<file path="src/design/indent_dedent_tracker_assert.svh">
`ifndef INDENT_DEDENT_TRACKER_ASSERT_SVH
`define INDENT_DEDENT_TRACKER_ASSERT_SVH

// checked on every clock edge once out of reset
`define ITDT_ASSERT(label, prop, msg) \
  label: assert property (@(posedge clk_i) disable iff (!rst_ni) prop) else $error(msg);

// checked on every clock edge, reset included
`define ITDT_ASSERT_ALWAYS(label, prop, msg) \
  label: assert property (@(posedge clk_i) prop) else $error(msg);

`endif

</file>
<file path="src/design/itdt_pkg.sv">
package itdt_pkg;

  localparam int KIND_W = 3;

  typedef enum logic [KIND_W-1:0] {
    KIND_NONE     = 3'd0,
    KIND_INDENT   = 3'd1,
    KIND_DEDENT   = 3'd2,
    KIND_ERROR    = 3'd3,
    KIND_OVERFLOW = 3'd4
  } kind_e;

  typedef struct packed {
    kind_e kind;
    logic  last;
  } res_t;

endpackage

</file>
<file path="src/design/itdt_mem.sv">
module itdt_mem #(
  parameter int STACK_DEPTH = 16,
  parameter int INDENT_BITS = 8
) (
  input  logic                           clk_i,
  input  logic                           rst_ni,
  input  logic                           rd_en_i,
  input  logic [$clog2(STACK_DEPTH)-1:0] rd_addr_i,
  output logic [INDENT_BITS-1:0]         rd_data_o,
  input  logic                           wr_en_i,
  input  logic [$clog2(STACK_DEPTH)-1:0] wr_addr_i,
  input  logic [INDENT_BITS-1:0]         wr_data_i
);

  logic [INDENT_BITS-1:0] mem [STACK_DEPTH];
  logic [INDENT_BITS-1:0] rd_data_q;
  logic                   zero_q;

  // bottom level is always zero and never written
  always_ff @(posedge clk_i or negedge rst_ni) begin
    if (!rst_ni) begin
      zero_q <= 1'b1;
    end else if (rd_en_i) begin
      zero_q <= (rd_addr_i == '0);
    end
  end

  always_ff @(posedge clk_i) begin
    if (wr_en_i) begin
      mem[wr_addr_i] <= wr_data_i;
    end
    if (rd_en_i) begin
      rd_data_q <= mem[rd_addr_i];
    end
  end

  assign rd_data_o = zero_q ? '0 : rd_data_q;

endmodule

</file>
<file path="src/design/itdt_ctrl.sv">
module itdt_ctrl #(
  parameter int STACK_DEPTH = 16,
  parameter int INDENT_BITS = 8
) (
  input  logic                             clk_i,
  input  logic                             rst_ni,
  input  logic                             in_valid_i,
  output logic                             in_stall_o,
  input  logic [INDENT_BITS-1:0]           line_indent_i,
  output logic                             rd_en_o,
  output logic [$clog2(STACK_DEPTH)-1:0]   rd_addr_o,
  input  logic [INDENT_BITS-1:0]           rd_data_i,
  output logic                             wr_en_o,
  output logic [$clog2(STACK_DEPTH)-1:0]   wr_addr_o,
  output logic [INDENT_BITS-1:0]           wr_data_o,
  output logic                             res_vld_o,
  output itdt_pkg::res_t                   res_o,
  output logic [$clog2(STACK_DEPTH+1)-1:0] res_depth_o,
  input  logic                             res_rdy_i
);

  import itdt_pkg::*;

  localparam int CNT_W = $clog2(STACK_DEPTH + 1);
  localparam int IDX_W = $clog2(STACK_DEPTH);
  localparam logic [CNT_W-1:0] FULL = CNT_W'(STACK_DEPTH);

  typedef enum logic [3:0] {
    ST_IDLE   = 4'b0001,
    ST_DECIDE = 4'b0010,
    ST_SCAN   = 4'b0100,
    ST_POP    = 4'b1000
  } state_e;

  state_e                 state_q, state_d;
  logic [INDENT_BITS-1:0] width_q, width_d;
  logic [INDENT_BITS-1:0] top_q, top_d;
  logic [CNT_W-1:0]       cnt_q, cnt_d;
  logic [CNT_W-1:0]       tgt_q, tgt_d;
  logic [IDX_W-1:0]       idx_q, idx_d;
  logic [CNT_W-1:0]       cnt_dec;

  assign cnt_dec = cnt_q - CNT_W'(1);

  always_comb begin
    state_d     = state_q;
    width_d     = width_q;
    top_d       = top_q;
    cnt_d       = cnt_q;
    tgt_d       = tgt_q;
    idx_d       = idx_q;
    in_stall_o  = 1'b1;
    rd_en_o     = 1'b0;
    rd_addr_o   = idx_q;
    wr_en_o     = 1'b0;
    wr_addr_o   = cnt_q[IDX_W-1:0];
    wr_data_o   = width_q;
    res_vld_o   = 1'b0;
    res_o.kind  = KIND_NONE;
    res_o.last  = 1'b1;
    res_depth_o = cnt_q;
    unique case (state_q)
      ST_IDLE: begin
        in_stall_o = 1'b0;
        if (in_valid_i) begin
          width_d = line_indent_i;
          state_d = ST_DECIDE;
        end
      end
      ST_DECIDE: begin
        if (width_q == top_q) begin
          res_vld_o = 1'b1;
          if (res_rdy_i) state_d = ST_IDLE;
        end else if (width_q > top_q) begin
          res_vld_o = 1'b1;
          if (cnt_q == FULL) begin
            res_o.kind = KIND_OVERFLOW;
            if (res_rdy_i) state_d = ST_IDLE;
          end else begin
            res_o.kind  = KIND_INDENT;
            res_depth_o = cnt_q + CNT_W'(1);
            if (res_rdy_i) begin
              wr_en_o = 1'b1;
              cnt_d   = cnt_q + CNT_W'(1);
              top_d   = width_q;
              state_d = ST_IDLE;
            end
          end
        end else begin
          // top is above zero here, so at least two levels are open
          idx_d     = IDX_W'(cnt_q - CNT_W'(2));
          rd_en_o   = 1'b1;
          rd_addr_o = idx_d;
          state_d   = ST_SCAN;
        end
      end
      ST_SCAN: begin
        if (rd_data_i == width_q) begin
          tgt_d   = CNT_W'(idx_q) + CNT_W'(1);
          state_d = ST_POP;
        end else if (rd_data_i < width_q) begin
          res_vld_o  = 1'b1;
          res_o.kind = KIND_ERROR;
          if (res_rdy_i) state_d = ST_IDLE;
        end else begin
          idx_d     = idx_q - IDX_W'(1);
          rd_en_o   = 1'b1;
          rd_addr_o = idx_d;
        end
      end
      ST_POP: begin
        res_vld_o   = 1'b1;
        res_o.kind  = KIND_DEDENT;
        res_o.last  = (cnt_dec == tgt_q);
        res_depth_o = cnt_dec;
        if (res_rdy_i) begin
          cnt_d = cnt_dec;
          if (cnt_dec == tgt_q) begin
            top_d   = width_q;
            state_d = ST_IDLE;
          end
        end
      end
      default: begin
        state_d = ST_IDLE;
      end
    endcase
  end

  always_ff @(posedge clk_i or negedge rst_ni) begin
    if (!rst_ni) begin
      state_q <= ST_IDLE;
      top_q   <= '0;
      cnt_q   <= CNT_W'(1);
    end else begin
      state_q <= state_d;
      top_q   <= top_d;
      cnt_q   <= cnt_d;
    end
  end

  always_ff @(posedge clk_i) begin
    width_q <= width_d;
    tgt_q   <= tgt_d;
    idx_q   <= idx_d;
  end

endmodule

</file>
<file path="src/design/itdt_out.sv">
module itdt_out #(
  parameter int CNT_W = 5
) (
  input  logic                        clk_i,
  input  logic                        rst_ni,
  input  logic                        res_vld_i,
  input  itdt_pkg::res_t              res_i,
  input  logic [CNT_W-1:0]            res_depth_i,
  output logic                        res_rdy_o,
  output logic                        out_valid_o,
  input  logic                        out_stall_i,
  output logic [itdt_pkg::KIND_W-1:0] token_kind_o,
  output logic                        last_of_run_o,
  output logic [CNT_W-1:0]            open_depth_o
);

  import itdt_pkg::*;

  logic             vld_q, vld_d;
  res_t             res_q;
  logic [CNT_W-1:0] depth_q;
  logic             load;

  assign res_rdy_o = !vld_q || !out_stall_i;
  assign load      = res_vld_i && res_rdy_o;

  always_comb begin
    vld_d = vld_q;
    if (load) begin
      vld_d = 1'b1;
    end else if (!out_stall_i) begin
      vld_d = 1'b0;
    end
  end

  always_ff @(posedge clk_i or negedge rst_ni) begin
    if (!rst_ni) begin
      vld_q <= 1'b0;
    end else begin
      vld_q <= vld_d;
    end
  end

  always_ff @(posedge clk_i) begin
    if (load) begin
      res_q   <= res_i;
      depth_q <= res_depth_i;
    end
  end

  assign out_valid_o   = vld_q;
  assign token_kind_o  = res_q.kind;
  assign last_of_run_o = res_q.last;
  assign open_depth_o  = depth_q;

endmodule

</file>
<file path="src/design/indent_dedent_tracker.sv">
// Offside-rule indentation tracker: each input item is the leading whitespace width of one
// source line; the block keeps the open indentation levels in a single-port-read stack memory
// (bottom level fixed at zero) and returns one none, indent, overflow or mismatch-error item,
// or a run of dedent items with the final one flagged by last_of_run_o, while open_depth_o
// gives the stack depth after each item. An item whose width equals or exceeds the top level
// gets its result in the decide state once the width is registered; a smaller width first
// scans the stored levels down from the top (one memory read per cycle, registered read
// data), then pops one level per dedent item, one per cycle unless the output stalls.
// Items are handled one at a time; the output register holds a finished item so that the
// next line is taken while that item waits.
module indent_dedent_tracker #(
  parameter int STACK_DEPTH = 16,
  parameter int INDENT_BITS = 8
) (
  input  logic                             clk_i,
  input  logic                             rst_ni,
  input  logic                             in_valid_i,
  output logic                             in_stall_o,
  input  logic [INDENT_BITS-1:0]           line_indent_i,
  output logic                             out_valid_o,
  input  logic                             out_stall_i,
  output logic [itdt_pkg::KIND_W-1:0]      token_kind_o,
  output logic                             last_of_run_o,
  output logic [$clog2(STACK_DEPTH+1)-1:0] open_depth_o
);

  import itdt_pkg::*;

  `include "indent_dedent_tracker_assert.svh"

  localparam int CNT_W = $clog2(STACK_DEPTH + 1);
  localparam int IDX_W = $clog2(STACK_DEPTH);

  logic                   rd_en;
  logic [IDX_W-1:0]       rd_addr;
  logic [INDENT_BITS-1:0] rd_data;
  logic                   wr_en;
  logic [IDX_W-1:0]       wr_addr;
  logic [INDENT_BITS-1:0] wr_data;
  logic                   res_vld;
  res_t                   res;
  logic [CNT_W-1:0]       res_depth;
  logic                   res_rdy;

  itdt_mem #(
    .STACK_DEPTH(STACK_DEPTH),
    .INDENT_BITS(INDENT_BITS)
  ) u_mem (
    .clk_i    (clk_i),
    .rst_ni   (rst_ni),
    .rd_en_i  (rd_en),
    .rd_addr_i(rd_addr),
    .rd_data_o(rd_data),
    .wr_en_i  (wr_en),
    .wr_addr_i(wr_addr),
    .wr_data_i(wr_data)
  );

  itdt_ctrl #(
    .STACK_DEPTH(STACK_DEPTH),
    .INDENT_BITS(INDENT_BITS)
  ) u_ctrl (
    .clk_i        (clk_i),
    .rst_ni       (rst_ni),
    .in_valid_i   (in_valid_i),
    .in_stall_o   (in_stall_o),
    .line_indent_i(line_indent_i),
    .rd_en_o      (rd_en),
    .rd_addr_o    (rd_addr),
    .rd_data_i    (rd_data),
    .wr_en_o      (wr_en),
    .wr_addr_o    (wr_addr),
    .wr_data_o    (wr_data),
    .res_vld_o    (res_vld),
    .res_o        (res),
    .res_depth_o  (res_depth),
    .res_rdy_i    (res_rdy)
  );

  itdt_out #(
    .CNT_W(CNT_W)
  ) u_out (
    .clk_i        (clk_i),
    .rst_ni       (rst_ni),
    .res_vld_i    (res_vld),
    .res_i        (res),
    .res_depth_i  (res_depth),
    .res_rdy_o    (res_rdy),
    .out_valid_o  (out_valid_o),
    .out_stall_i  (out_stall_i),
    .token_kind_o (token_kind_o),
    .last_of_run_o(last_of_run_o),
    .open_depth_o (open_depth_o)
  );

  `ITDT_ASSERT(busy_after_accept, (in_valid_i && !in_stall_o) |=> in_stall_o, "item accepted while busy")
  `ITDT_ASSERT(depth_in_range, out_valid_o |-> (open_depth_o != '0 && open_depth_o <= CNT_W'(STACK_DEPTH)), "open depth out of range")
  `ITDT_ASSERT(single_is_last, (out_valid_o && token_kind_o != KIND_DEDENT) |-> last_of_run_o, "single result not marked last")
  `ITDT_ASSERT(no_write_during_scan, (rd_en && wr_en) |-> 1'b0, "stack read and write in one cycle")

endmodule
</file>
<file path="config.mk">
export PLATFORM = sky130hd
export DESIGN_NAME = indent_dedent_tracker
export DESIGN_NICKNAME = d
export VERILOG_FILES = /design/src/design/itdt_pkg.sv /design/src/design/itdt_mem.sv /design/src/design/itdt_ctrl.sv /design/src/design/itdt_out.sv /design/src/design/indent_dedent_tracker.sv
export VERILOG_INCLUDE_DIRS = /design/src /design/src/design
export SDC_FILE = /design/constraint.sdc
export NUM_CORES = 1
export LEC_CHECK = 0
export BUFFER_PORTS_ARGS = -buffer_cell sky130_fd_sc_hd__buf_2
export CAP_MARGIN = 20
export CORE_ASPECT_RATIO = 0.8
export CORE_UTILIZATION = 37
export CTS_CLUSTER_DIAMETER = 80
export CTS_CLUSTER_SIZE = 30
export DETAILED_ROUTE_END_ITERATION = 8
export PLACE_DENSITY = 0.65
export SYNTH_ARGS = -nofsm -noshare
export SYNTH_HDL_FRONTEND = slang
export SYNTH_SLANG_ARGS = --single-unit
export TNS_END_PERCENT = 5
</file>
<file path="constraint.sdc">
create_clock -name clk_i -period 2.9 [get_ports clk_i]
set_clock_uncertainty 0.05 [all_clocks]
set_input_delay 0.29 -clock clk_i [delete_from_list [all_inputs] [get_ports clk_i]]
set_output_delay 0.29 -clock clk_i [all_outputs]
set_load 0.01 [all_outputs]
</file>
After elaboration in Yosys (flattened, before gate mapping)
Memory sizes are Yosys's and may differ from the RTL's. A register that Yosys moved wholly into a read port is not among the register bits.
Cells that the tools add are included.
- $lt $le $gt $ge: 2
- equality and inequality tests: 17
- reductions and logical operators: 11
- muxes and demuxes: 58
- add/sub/neg operators: 5
- operators with widths (kind ; count):
    8-bit 2-to-1 mux ; 7
    4-bit 2-to-1 mux ; 12
    5-bit 2-to-1 mux ; 8
    5-bit one-hot mux with 2 select lines ; 2
    1-bit 2-to-1 mux ; 18
    8-bit == test ; 2
    4-bit one-hot mux with 4 select lines ; 1
    8-bit one-hot mux with 2 select lines ; 1
    3-bit 2-to-1 mux ; 4
    2-bit by 1-bit inequality test with 1-bit output (second input constant) ; 5
    3-bit one-hot mux with 3 select lines ; 1
    8-bit > comparator ; 1
    8-bit < comparator ; 1
    4-bit one-hot mux with 2 select lines ; 1
    7-bit AND reduction ; 1
    2-bit inequality test (second input constant) ; 3
    6-bit AND reduction ; 1
    4-bit by 1-bit adder with 5-bit output (second input constant) ; 1
    5-bit by 1-bit adder with 5-bit output (second input constant) ; 1
    5-bit == test ; 1
    5-bit == test (second input constant) ; 1
    5-bit by 1-bit subtractor with 5-bit output (second input constant) ; 1
    4-bit by 1-bit == test with 1-bit output (second input constant) ; 1
    4-bit by 2-bit == test with 1-bit output (second input constant) ; 1
    other kinds (15) ; 17
- logic and storage cells: 105
- RAM bits: 128
- input bits: 12
- memories: 1
- register bits: 45
- output and inout port bits: 11
- memory list (name ; depth ; bits a word ; read ports ; clocked after memory_dff ; wr ports ; line ; text):
    u_mem.mem ; 16 ; 8 ; 1 ; 1 ; 1 ; itdt_mem.sv:15 ; logic [INDENT_BITS-1:0] mem [STACK_DEPTH];

Logic depth before layout (Yosys ltp)
Gate-level depths: netlist of the first run.
- word-level depth: 9
- mapped depth: 13

Cells and area by module
From an unflattened synthesis of the first run, not the netlist that was laid out.
- cells, all modules: 523
- area, all modules: 8111.5 sq um
- by module, submodules not included (module ; times used ; cells each ; area an instance (sq um) ; sequential area each (sq um)):
    itdt_mem ; 1 ; 268 ; 5411.4 ; 4110.2
    itdt_ctrl ; 1 ; 242 ; 2382.3 ; 898.4
    itdt_out ; 1 ; 13 ; 317.8 ; 295.3

Least setup slack after synthesis of the first run
No wires, ideal clock.
- path kind: register to register
- from: register u_ctrl.width_q[3], in the netlist u_ctrl.wr_data_o[3]
- to: register u_mem.rd_data_q[5] (read register of u_mem.mem) (data pin)
- library setup time: 0.257 ns
- period minus slack after synthesis: 3.154 ns
- buffers on the path: 1
- data arrival time: 2.847 ns
- stages on the path, launching flop included: 13
- data required time: 2.593 ns
- setup slack: -0.254 ns
- path through: edfxtp_1 inv_1 ha_1 and4b_1 a211oi_1 o21ai_0 a31oi_2 o311ai_4 buf_6 mux2_1 o21ai_1 a31oi_1 o2111a_1
- longest elaborated chain between the ends: 4
- elaborated cells between the ends (all ways): 14
- those cells by class: order compare: 2; eq/ne: 2; mux: 10
- RTL lines (what ; line ; text):
    start: declaration ; itdt_ctrl.sv:36 ; logic [INDENT_BITS-1:0] width_q, width_d;
    start signal: assignment ; itdt_ctrl.sv:143 ; width_q <= width_d;
    8-bit < comparator or 8-bit > comparator (tied branches) ; itdt_ctrl.sv:101, itdt_ctrl.sv:74 ;
    4-bit 2-to-1 mux, or another cell as far along (2 in a row) ; - ;
    4-bit one-hot mux with 2 select lines or 1-bit one-hot mux with 2 select lines (tied branches) ; - ;
    end: declaration ; itdt_mem.sv:16 ; logic [INDENT_BITS-1:0] rd_data_q;
Several ways; a longest one is shown, not always the timed one.
A chain may end at the register's enable or synchronous reset.

Worst setup path after layout of the first run
- from: register u_mem.zero_q
- to: register u_mem.rd_data_q[7] (read register of u_mem.mem) (data pin)
- longest elaborated chain between the ends: 5
- elaborated cells between the ends (all ways): 9
- those cells by class: order compare: 1; eq/ne: 1; mux: 7
- RTL lines (what ; line ; text):
    start: declaration ; itdt_mem.sv:17 ; logic zero_q;
    start signal: assignment ; itdt_mem.sv:24 ; zero_q <= (rd_addr_i == '0);
    8-bit 2-to-1 mux (*) ; itdt_mem.sv:37 ; assign rd_data_o = zero_q ? '0 : rd_data_q;
    8-bit < comparator ; itdt_ctrl.sv:101 ; end else if (rd_data_i < width_q) begin
    4-bit 2-to-1 mux or 1-bit 2-to-1 mux (tied branches) (2 in a row) ; - ;
    4-bit one-hot mux with 2 select lines or 1-bit one-hot mux with 2 select lines (tied branches) ; - ;
Mark *: on every way between the ends. The rest lies on a longest branch, timed or not.

==> flow_summary.yaml, run 1 <==
power_and_ir_drop:
  powerDensity_nw_per_um2: 977.7
  peakVddDrop_v: 0.0007498
  p_sw_uw: 3875
  p_comb_share_pct: 44.4
  seqPwrFrac_pct: 33.2
  p_clk_share_pct: 22.4
  internal_power_uw: 6476
  p_leak_uw: 0.003919
  switching_share_pct: 37.44
cells_and_area:
  stdcell_area_sq_um: 10590
  n_antenna_cell: 0
  seqCellArea_sq_um: 5304
  syn_to_final_growth_pct: 29.45
  nNetsFinal: 783
  post-route-util_pct: 48.97
  n_fill_cell: 1841
  drive_gt1_share_pct: 32.63
  multi_input_area_sq_um: 2959
die:
  fp-row-count: 48
  core_sq_um: 21620
  die_y_um: 135.0
  num_io_pins: 23
  design.die.area_sq_um: 22710
  die_w_um: 168.2
  initial_core_util_pct: 37.83
yosys:
  synth-warning-count: 0
  synthAdderAreaFrac_pct: 3.977
  yosys.area.top_type: "edfxtp_1"
  ys.flop_type: "edfxtp_1"
  synth-async-reset-ratio_pct: 10.50
  synth-simple-area-share_pct: 12.28
  syn_area_per_cell_sq_um: 13.30
  synth_seq_cells: 181
  synth_top_family_by_area: "simple AND/OR/NAND/NOR gates"
  synth.most_common_cell: "edfxtp_1"
  synth_area_leaders: "edfxtp_1 58%, dfrtp_1 4.9%, ha_1 4.0%"
  synth_cell_types: 64
  yosys-top-cells-count: "158 x edfxtp_1, 68 x nand2_1, 27 x and3_1, 27 x o21ai_0, 26 x ha_1"
  synth_compound_area_share_pct: 10.94
  synth_edf_count: 158
  syn_nets: 653
  yosysSeqAreaShare_pct: 64.85
  syn-instance-count: 615
  muxShareOfSynthArea_pct: 3.075
  synth_top_area_share_pct: 58.01
  syn-cell-area_sq_um: 8179
  synth_xor_area_share_pct: 1.820
cts:
  clock_sinks: 181
  cts-root-buf: "clkbuf_16"
  insertion_delay_ps: 430
  cts_buffers: 17
  clockBufferDepth: 2
  cts_max_level: 4
  path_clk_slew_ps: 70
  cts_tree: "built"
timing:
  setup-tns-final_ps: -3291
  setup_viol_count_final: 9
  fin_crit_sh_pct: 114.7
  finalHoldViolations: 0
  worst_slew_pin_slew_ps: 863.0
  fin_ws_ps: -425.0
  slew_headroom_pct: 42.26
  period_minus_slack_ps: 3325
  rsz0062_at_grt: "true"
  fmax_mhz: 300.8
  slew_viol_final: 0
global_route:
  grt_max_degree: 25
  grt_pass1_wl_um: 32100
  first_global_vias: 5533
  gr-total-overflow: 0
  grt_use_total_pct: 19.36
  antenna_found_initial: 0
drt:
  post_drt_via_cell_ratio: 5.456
  wl_met2_um: 9386
  drc: 0
  final_antenna_net_count: 0
  firstDrtPassIters: 5
  drt_iter0_drc: 559
  wl_per_cell_um: 20.43
  vias: 5631
  dr_wl_met3_um: 1609
  wl_met1_um: 9714
  maxUsedRoutingLayer: "met4"
  wl_um: 21080
worst_setup_path:
  timing.rr.start: "u_mem.zero_q"
  crit_end: "u_mem.rd_data_q[7]"
  cp-end-kind: "flop"
  cp_max_fo: 8
  path_cells: "nor2b_2 > ha_1 > and4b_1 > a211oi_2 > o21ai_2 > a21oi_2 > or2_4 > a221o_1 > buf_6 > buf_4 > o21ai_0 > a31oi_1 > o2111a_1"
  slowest_delay_ps: 630
  crit_arrival_ps: 3450
  worst_setup_path_start_kind: "flop"
  critPathBufInv: 2
  startpoint: "u_mem.zero_q"
  slowest_stage: "dfstp_2"
  crit_family: "compound AO/OA/AOI/OAI gates"
  required_ps: 3030
  r2r_end: "u_mem.rd_data_q[7]"
  path_depth: 13
  rrSetupSlack_ps: -420
  rr_worst_depth: 13
  crit_type: "reg2reg"
place:
  post-dp-hpwl_um: 14950
  gp_congestion: 0.8813
  postPlaceCellArea_sq_um: 9490
  io_buffers: 22
min_path:
  hold_path.class: "in2reg"
status:
  violations: "setup timing"
  run_status: "finished with violations"
run:
  maxCapViolations: 0
-- repair_timing --
item	CTS	global route
cloned	1	0
endpoints found under the setup margin	139	135
pin swaps	9	10
resized for setup	44	50
endpoints found under the hold margin	24	0
hold buffers	9	0
buffers inserted	5	1
-- worst register-to-register path, cell delays in order (launching register included) --
cell	delay, ps
dfstp_2	630
nor2b_2	60
ha_1	320
and4b_1	240
a211oi_2	60
o21ai_2	210
a21oi_2	100
or2_4	240
a221o_1	340
buf_6	160
buf_4	160
o21ai_0	100
a31oi_1	120
o2111a_1	290
-- cell families (layout without fill, tap and decap cells) --
kind of cell / Yosys count / in the layout
muxes: 24 / 24
buffers and inverters: 55 / 196
and+or+nand+nor: 188 / 189
xor gates and xnor gates: 17 / 17
adders and majority gates: 26 / 26
AOI/OAI and AO/OA: 124 / 124
DFF: 181 / 181
-- how the worst min path moves through the flow --
stage	cells past startpoint	endpoint	slack [ps]	from
6_report	3	u_ctrl.state_q[1]	170	out_stall_i
5_1_grt	3	u_ctrl.state_q[1]	180	out_stall_i
4_1_cts	3	u_ctrl.state_q[1]	140	out_stall_i
3_5_place_dp	1	u_ctrl.top_q[7]	240	rst_ni
3_3_place_gp	1	u_ctrl.top_q[4]	230	rst_ni
2_1_floorplan	0	u_ctrl.cnt_q[1]	-60	rst_ni
-- through the flow --
| step | hold WS (ps) | setup WS [ps] | std cells | total power [uW] |
|---|---|---|---|---|
| floorplan | -55.59 | -179.7 | 615 | 5829 |
| global placement | 233.0 | -615.5 | 985 | 7319 |
| detailed placement | 240.0 | -657.8 | 985 | 7433 |
| CTS | 141.3 | -383.6 | 1031 | 10030 |
| global route | 179.2 | -580.8 | 1032 | 10840 |
| finish | 167.1 | -425.0 | 1032 | 10350 |
-- placed cells by master, fill, tap and decap left out, drive strengths merged, types with 17 or more instances in the layout --
cell / synthesis / final
clkbuf: 9 / 17
edfxtp: 158 / 158
nand2: 68 / 68
nor2: 17 / 18
o21ai: 33 / 33
buf: 18 / 128
inv: 28 / 34
ha: 26 / 26
and3: 27 / 27
a211oi: 25 / 25
-- state kept, by name, indices dropped and copies added (netlist names) --
name	count
u_ctrl.cnt_q	5
u_ctrl.idx_q	4
u_mem.mem	128
u_mem.zero_q	1
u_ctrl.top_q	8
u_out.last_of_run_o	1
u_out.out_valid_o	1
u_mem.rd_data_q	8
u_ctrl.wr_data_o	8
u_ctrl.state_q	4
u_out.token_kind_o	3
u_out.open_depth_o	5
u_ctrl.tgt_q	5
-- per-layer routing --
metal | up-vias | GRT usage [%]
li1 | 2586 | -
met1 | 2780 | 27.79
met2 | 232 | 29.02
met3 | 33 | 4.748
met4 | 0 | 5.707
met5 | - | 0
-- layout make-up --
class	count	share of cell area (%)
inverters	28	1.040
repair buffers	137	12.03
multi-input cells	380	27.95
well taps	275	3.250
clock buffers	17	4.018
flip-flops and latches	181	50.09
clock inverters	14	1.619
-- power by group through the flow --
stage,Clock [uW],Sequential (uW),Combinational (uW)
final,2320,3440,4590
after global routing,2440,3460,4950
after CTS,2340,3430,4260
after detailed placement,0,3480,3960
after global placement,0,3470,3850
after floorplan,0,3490,2340
Power figures use the tool's default switching activity.
==> inputs of run 2 (changes only) <==
CORE_UTILIZATION = 24   (was 37)
PLACE_DENSITY = 0.5   (was 0.65)
==> run 2 against run 1 <==
  * The flow still finishes with violations (setup timing)
  * First-iteration DRC count shrank 20%
  * Non-clock buffer count grew 33
  * Design area grew 6.6%
  * Sequential share of layout area shrank 3.1 points
  * Die area grew 53%
  * Highest routed layer unchanged
==> flow_summary.yaml, run 2 (same netlist as run 1, synthesis figures left out) <==
status:
  run_status: "finished with violations"
  violations: "setup timing"
worst_setup_path:
  crit_type: "reg2reg"
  crit_top_cell: "buf_6"
  path_cells: "buf_6 > buf_6 > nand2b_4 > ha_4 > and4b_1 > a211oi_2 > o21a_1 > nor3_4 > a22oi_2 > and2_4 > buf_6 > buf_12 > mux2i_4 > a32oi_1 > o2111a_1"
  worst_setup_path_start_kind: "flop"
  cp-end-kind: "flop"
  cp_max_fo: 7
  critPathBufInv: 4
  required_ps: 3040
  crit_arrival_ps: 3530
  crit_family: "compound AO/OA/AOI/OAI gates"
  slowest_delay_ps: 600
  slowest_stage: "dfstp_2"
timing:
  slew_viol_final: 0
  fin_ws_ps: -481.4
  worst_slew_pin_slew_ps: 585.8
  period_minus_slack_ps: 3381
  setup_viol_count_final: 9
  slew_headroom_pct: 60.94
  rsz0062_at_grt: "true"
  finalHoldViolations: 0
  fin_crit_sh_pct: 116.6
  fmax_mhz: 295.7
cts:
  cts-root-buf: "clkbuf_16"
  insertion_delay_ps: 430
  cts_tree: "built"
  cts_max_level: 4
  path_clk_slew_ps: 70
  clockBufferDepth: 2
  clock_sinks: 181
  cts_buffers: 17
run:
  maxCapViolations: 0
drt:
  final_antenna_net_count: 0
  firstDrtPassIters: 7
  wl_per_cell_um: 19.17
  post_drt_via_cell_ratio: 4.623
  drt_iter0_drc: 445
  vias: 5649
  wl_um: 23430
  drc: 0
cells_and_area:
  final_common_cell: "edfxtp_1"
  drive_gt1_share_pct: 40.10
  nNetsFinal: 815
  post-route-util_pct: 33.63
  largest_register: "u_mem.mem"
  layout_common_cells: "158 x edfxtp_1, 100 x buf_4, 64 x nand2_1"
  syn_to_final_growth_pct: 37.97
  largest_reg_flops: 128
  n_antenna_cell: 0
  final_cells: 1222
die:
  design.die.area_sq_um: 34830
  initial_core_util_pct: 24.37
  num_io_pins: 23
  die_y_um: 167.1
  fp-row-count: 60
  die_w_um: 208.4
  core_sq_um: 33560
place:
  place_inst: 1169
  dp_slack_ps: -635.5
  post-dp-hpwl_um: 16710
  gp_congestion: 0.8018
  io_buffers: 22
global_route:
  grt_pass1_wl_um: 34750
  first_global_vias: 5635
  grt_max_degree: 25
  gr-total-overflow: 0
  grt_use_total_pct: 13.42
  antenna_found_initial: 0
min_path:
  hold_path.class: "in2reg"
power_and_ir_drop:
  powerDensity_nw_per_um2: 967.5
  total_power_uw: 10920
  p_leak_uw: 0.004118
  peakVddDrop_v: 0.0005999
run 2: cell count changes in the layout (fill, tap and decap cells not counted), moves of 5 or more:
cell	previous run	this run
buf_6	12	22
buf_4	75	100
mux2i_1	14	9
and2_1	9	0
and2_4	6	16
inv_6	1	6
run 2: worst register-to-register path: stages, from the launching register on:
cell and delay, ps:
dfstp_2 600, buf_6 130, buf_6 90, nand2b_4 110
ha_4 110, and4b_1 190, a211oi_2 260, o21a_1 240
nor3_4 80, a22oi_2 230, and2_4 220, buf_6 130
buf_12 150, mux2i_4 280, a32oi_1 100, o2111a_1 150
run 2: routing by layer:
layer / wire (um) / vias to the layer above / GRT usage, %
met1: 11480 / 2827 / 19.79
met3: 1158 / 23 / 2.382
met5: 0 / - / 0
met4: 252 / 0 / 3.221
li1: - / 2648 / -
met2: 10530 / 151 / 20.26
run 2: worst paths after layout:
check / cells past startpoint / start / to / slack (ps)
worst min-delay path: 1 / line_indent_i[5] / u_ctrl.wr_data_o[5] / 90
worst max register to register: 15 / u_mem.zero_q / u_mem.rd_data_q[0] / -480
min in group asynchronous: 2 / rst_ni / u_ctrl.state_q[2] / 370
max in group asynchronous: 2 / rst_ni / u_ctrl.top_q[1] / 2040
worst min register to register: 1 / u_ctrl.top_q[0] / u_ctrl.top_q[0] / 470
worst max-delay path: 15 / u_mem.zero_q / u_mem.rd_data_q[0] / -480
run 2: metrics by stage:
step | TNS, ps | hold slack [ps] | area (sq um)
floorplan | -1451 | -55.59 | 8208
global placement | -25680 | 267.8 | 9846
detailed placement | -26290 | 267.5 | 9846
CTS | -4223 | 41.34 | 10740
global route | -9286 | 45.62 | 11280
finish | -3904 | 85.04 | 11280
run 2: what timing repair did:
action | 4_1_cts | 5_1_grt
buffers inserted | 4 | 10
setup endpoints to repair | 150 | 152
hold buffers | 7 | 0
endpoints found under the hold margin | 22 | 0
resized for setup | 53 | 107
cloned | 0 | 2
pin swaps | 3 | 22
run 2: area by class of cell:
cell class	instances	area, sq um
inverters	28	122.6
fillers	3284	22270
clock inverters	13	148.9
flip-flops and latches	181	5304
multi-input cells	379	3182
clock buffers	17	425.4
well taps	434	543.0
repair buffers	170	1559
run 2: report_power, final:
part           internal [uW]  total (uW)  leakage (uW)  switching (uW)
logic                   2310        5180       0.00217            2870
clock network           1280        2310      0.000280            1030
registers               3250        3430       0.00167             182
==> inputs of run 3 (changes only) <==
CTS_BUF_LIST = sky130_fd_sc_hd__clkbuf_16   (was not set)
PLACE_DENSITY = 0.49   (was 0.5)
clock period = 3.3 ns   (was 2.9 ns; I/O delays follow)
==> run 3 against run 2 <==
  * The run still ends with setup timing left
  * Clock-buffer cell count is the same
  * Flip-flop and latch count did not move
  * Total power shrank 19%
  * Fmax down 1.2%
  * Hold slack worse by 64 ps
  * Global-route usage shrank 0.41 points
  * Utilization down 3.0 points
  * Non-clock buffer count fell by 45
  * Die area unchanged
  * Critical path type unchanged
  * Largest power group unchanged
==> flow_summary.yaml, run 3 (same netlist as run 1, synthesis figures left out) <==
timing:
  rsz0062_at_grt: "true"
  finalHoldViolations: 0
  worst_slew_pin_slew_ps: 915.6
  slew_headroom_pct: 38.73
  fmax_mhz: 292.3
  fin_crit_sh_pct: 103.7
  slew_viol_final: 0
  period_minus_slack_ps: 3422
  fin_ws_ps: -121.5
  setup_viol_count_final: 8
drt:
  drc: 0
  drt_iter0_drc: 532
  dr_wl_met3_um: 1068
  wl_um: 22060
  wl_met1_um: 11300
  maxUsedRoutingLayer: "met4"
  wl_per_cell_um: 18.76
  post_drt_via_cell_ratio: 4.565
  firstDrtPassIters: 5
  wl_met2_um: 9448
  vias: 5368
  final_antenna_net_count: 0
cts:
  clockBufferDepth: 2
  clock_sinks: 181
  cts_buffers: 17
  cts-root-buf: "clkbuf_16"
  insertion_delay_ps: 430
  cts_max_level: 4
  path_clk_slew_ps: 70
  cts_tree: "built"
cells_and_area:
  multi_input_area_sq_um: 2815
  drive_gt1_share_pct: 28.84
  nNetsFinal: 770
  stdcell_area_sq_um: 10260
  n_fill_cell: 3312
  post-route-util_pct: 30.58
  layout_common_cells: "158 x edfxtp_1, 92 x buf_4, 68 x nand2_1"
  n_antenna_cell: 0
  syn_to_final_growth_pct: 25.46
  seqCellArea_sq_um: 5304
  largest_reg_flops: 128
  largest_register: "u_mem.mem"
  final_common_cell: "edfxtp_1"
status:
  run_status: "finished with violations"
  violations: "setup timing"
worst_setup_path:
  slowest_stage: "dfstp_2"
  required_ps: 3430
  cp_max_fo: 24
  rr_worst_depth: 15
  critPathBufInv: 4
  slowest_delay_ps: 600
  path_depth: 15
  cp-end-kind: "flop"
  rrSetupSlack_ps: -120
  worst_setup_path_start_kind: "flop"
  timing.rr.start: "u_mem.zero_q"
  startpoint: "u_mem.zero_q"
  crit_top_cell: "buf_4"
  crit_family: "compound AO/OA/AOI/OAI gates"
  crit_end: "u_mem.rd_data_q[0]"
  crit_arrival_ps: 3550
  r2r_end: "u_mem.rd_data_q[0]"
  crit_type: "reg2reg"
  path_cells: "buf_6 > nor2b_1 > ha_1 > and4b_1 > a211oi_2 > buf_4 > o21ai_4 > a21oi_2 > buf_4 > o21ai_2 > buf_4 > and3_1 > a211oi_1 > o21ai_2 > o2111a_1"
run:
  maxCapViolations: 0
power_and_ir_drop:
  powerDensity_nw_per_um2: 860.7
  p_leak_uw: 0.003739
  peakVddDrop_v: 0.0004501
die:
  design.die.area_sq_um: 34830
  num_io_pins: 23
  fp-row-count: 60
  initial_core_util_pct: 24.37
  core_sq_um: 33560
  die_y_um: 167.1
  die_w_um: 208.4
global_route:
  antenna_found_initial: 1
  first_global_vias: 5244
  gr-total-overflow: 0
  grt_use_total_pct: 13.00
  grt_max_degree: 25
  grt_pass1_wl_um: 33390
place:
  post-dp-hpwl_um: 16060
  gp_congestion: 0.8521
  io_buffers: 22
  postPlaceCellArea_sq_um: 9428
min_path:
  holdPathStages: 1
  hold_path.class: "in2reg"
[run 3: worst min-delay path by stage]
stage	to	slack, ps	startpoint
after global placement	u_out.out_valid_o	290	rst_ni
after floorplan	u_ctrl.cnt_q[1]	-20	rst_ni
after CTS	u_ctrl.wr_data_o[2]	2	line_indent_i[2]
after global routing	u_ctrl.wr_data_o[7]	1	line_indent_i[7]
final	u_ctrl.wr_data_o[7]	20	line_indent_i[7]
after detailed placement	u_out.out_valid_o	280	rst_ni
[run 3: metrics by stage]
step           std cells  total power [uW]  setup WS, ps  setup TNS [ps]  hold WS [ps]
2_1_floorplan        615              5082         146.2               0        -15.59
3_3_place_gp        1136              6602        -226.3           -1583         286.5
3_5_place_dp        1136              6600        -223.5           -1575         278.7
4_1_cts             1173              8768        -56.83          -346.9         1.651
5_1_grt             1176              9289        -265.7           -1895        0.9840
6_report            1176              8831        -121.5          -888.3         21.52
[run 3: cell type report]
class	count	area share, %
inverter	28	1.049
sequential	181	51.69
clock buffer	17	4.146
clock inverter	12	1.049
multi-input combinational	379	27.44
timing repair buffer	125	9.340
tap	434	5.292
[run 3: layer usage]
metal	up-vias	GRT usage, %
met5	-	0
met4	0	3.671
met2	131	18.67
met1	2674	19.44
li1	2551	-
met3	12	2.813
[run 3: where the power goes]
group | switching [uW] | leakage, uW | internal (uW)
Sequential | 170 | 0.00167 | 2860
Combinational | 2230 | 0.00181 | 1690
Clock | 856 | 0.000263 | 1030
[run 3: repair_timing]
item | CTS | global route
setup endpoints to repair | 12 | 25
hold buffers | 1 | 0
setup buffers | 8 | 3
gates resized for setup | 45 | 14
endpoints found under the hold margin | 16 | 0
pin swaps | 10 | 4
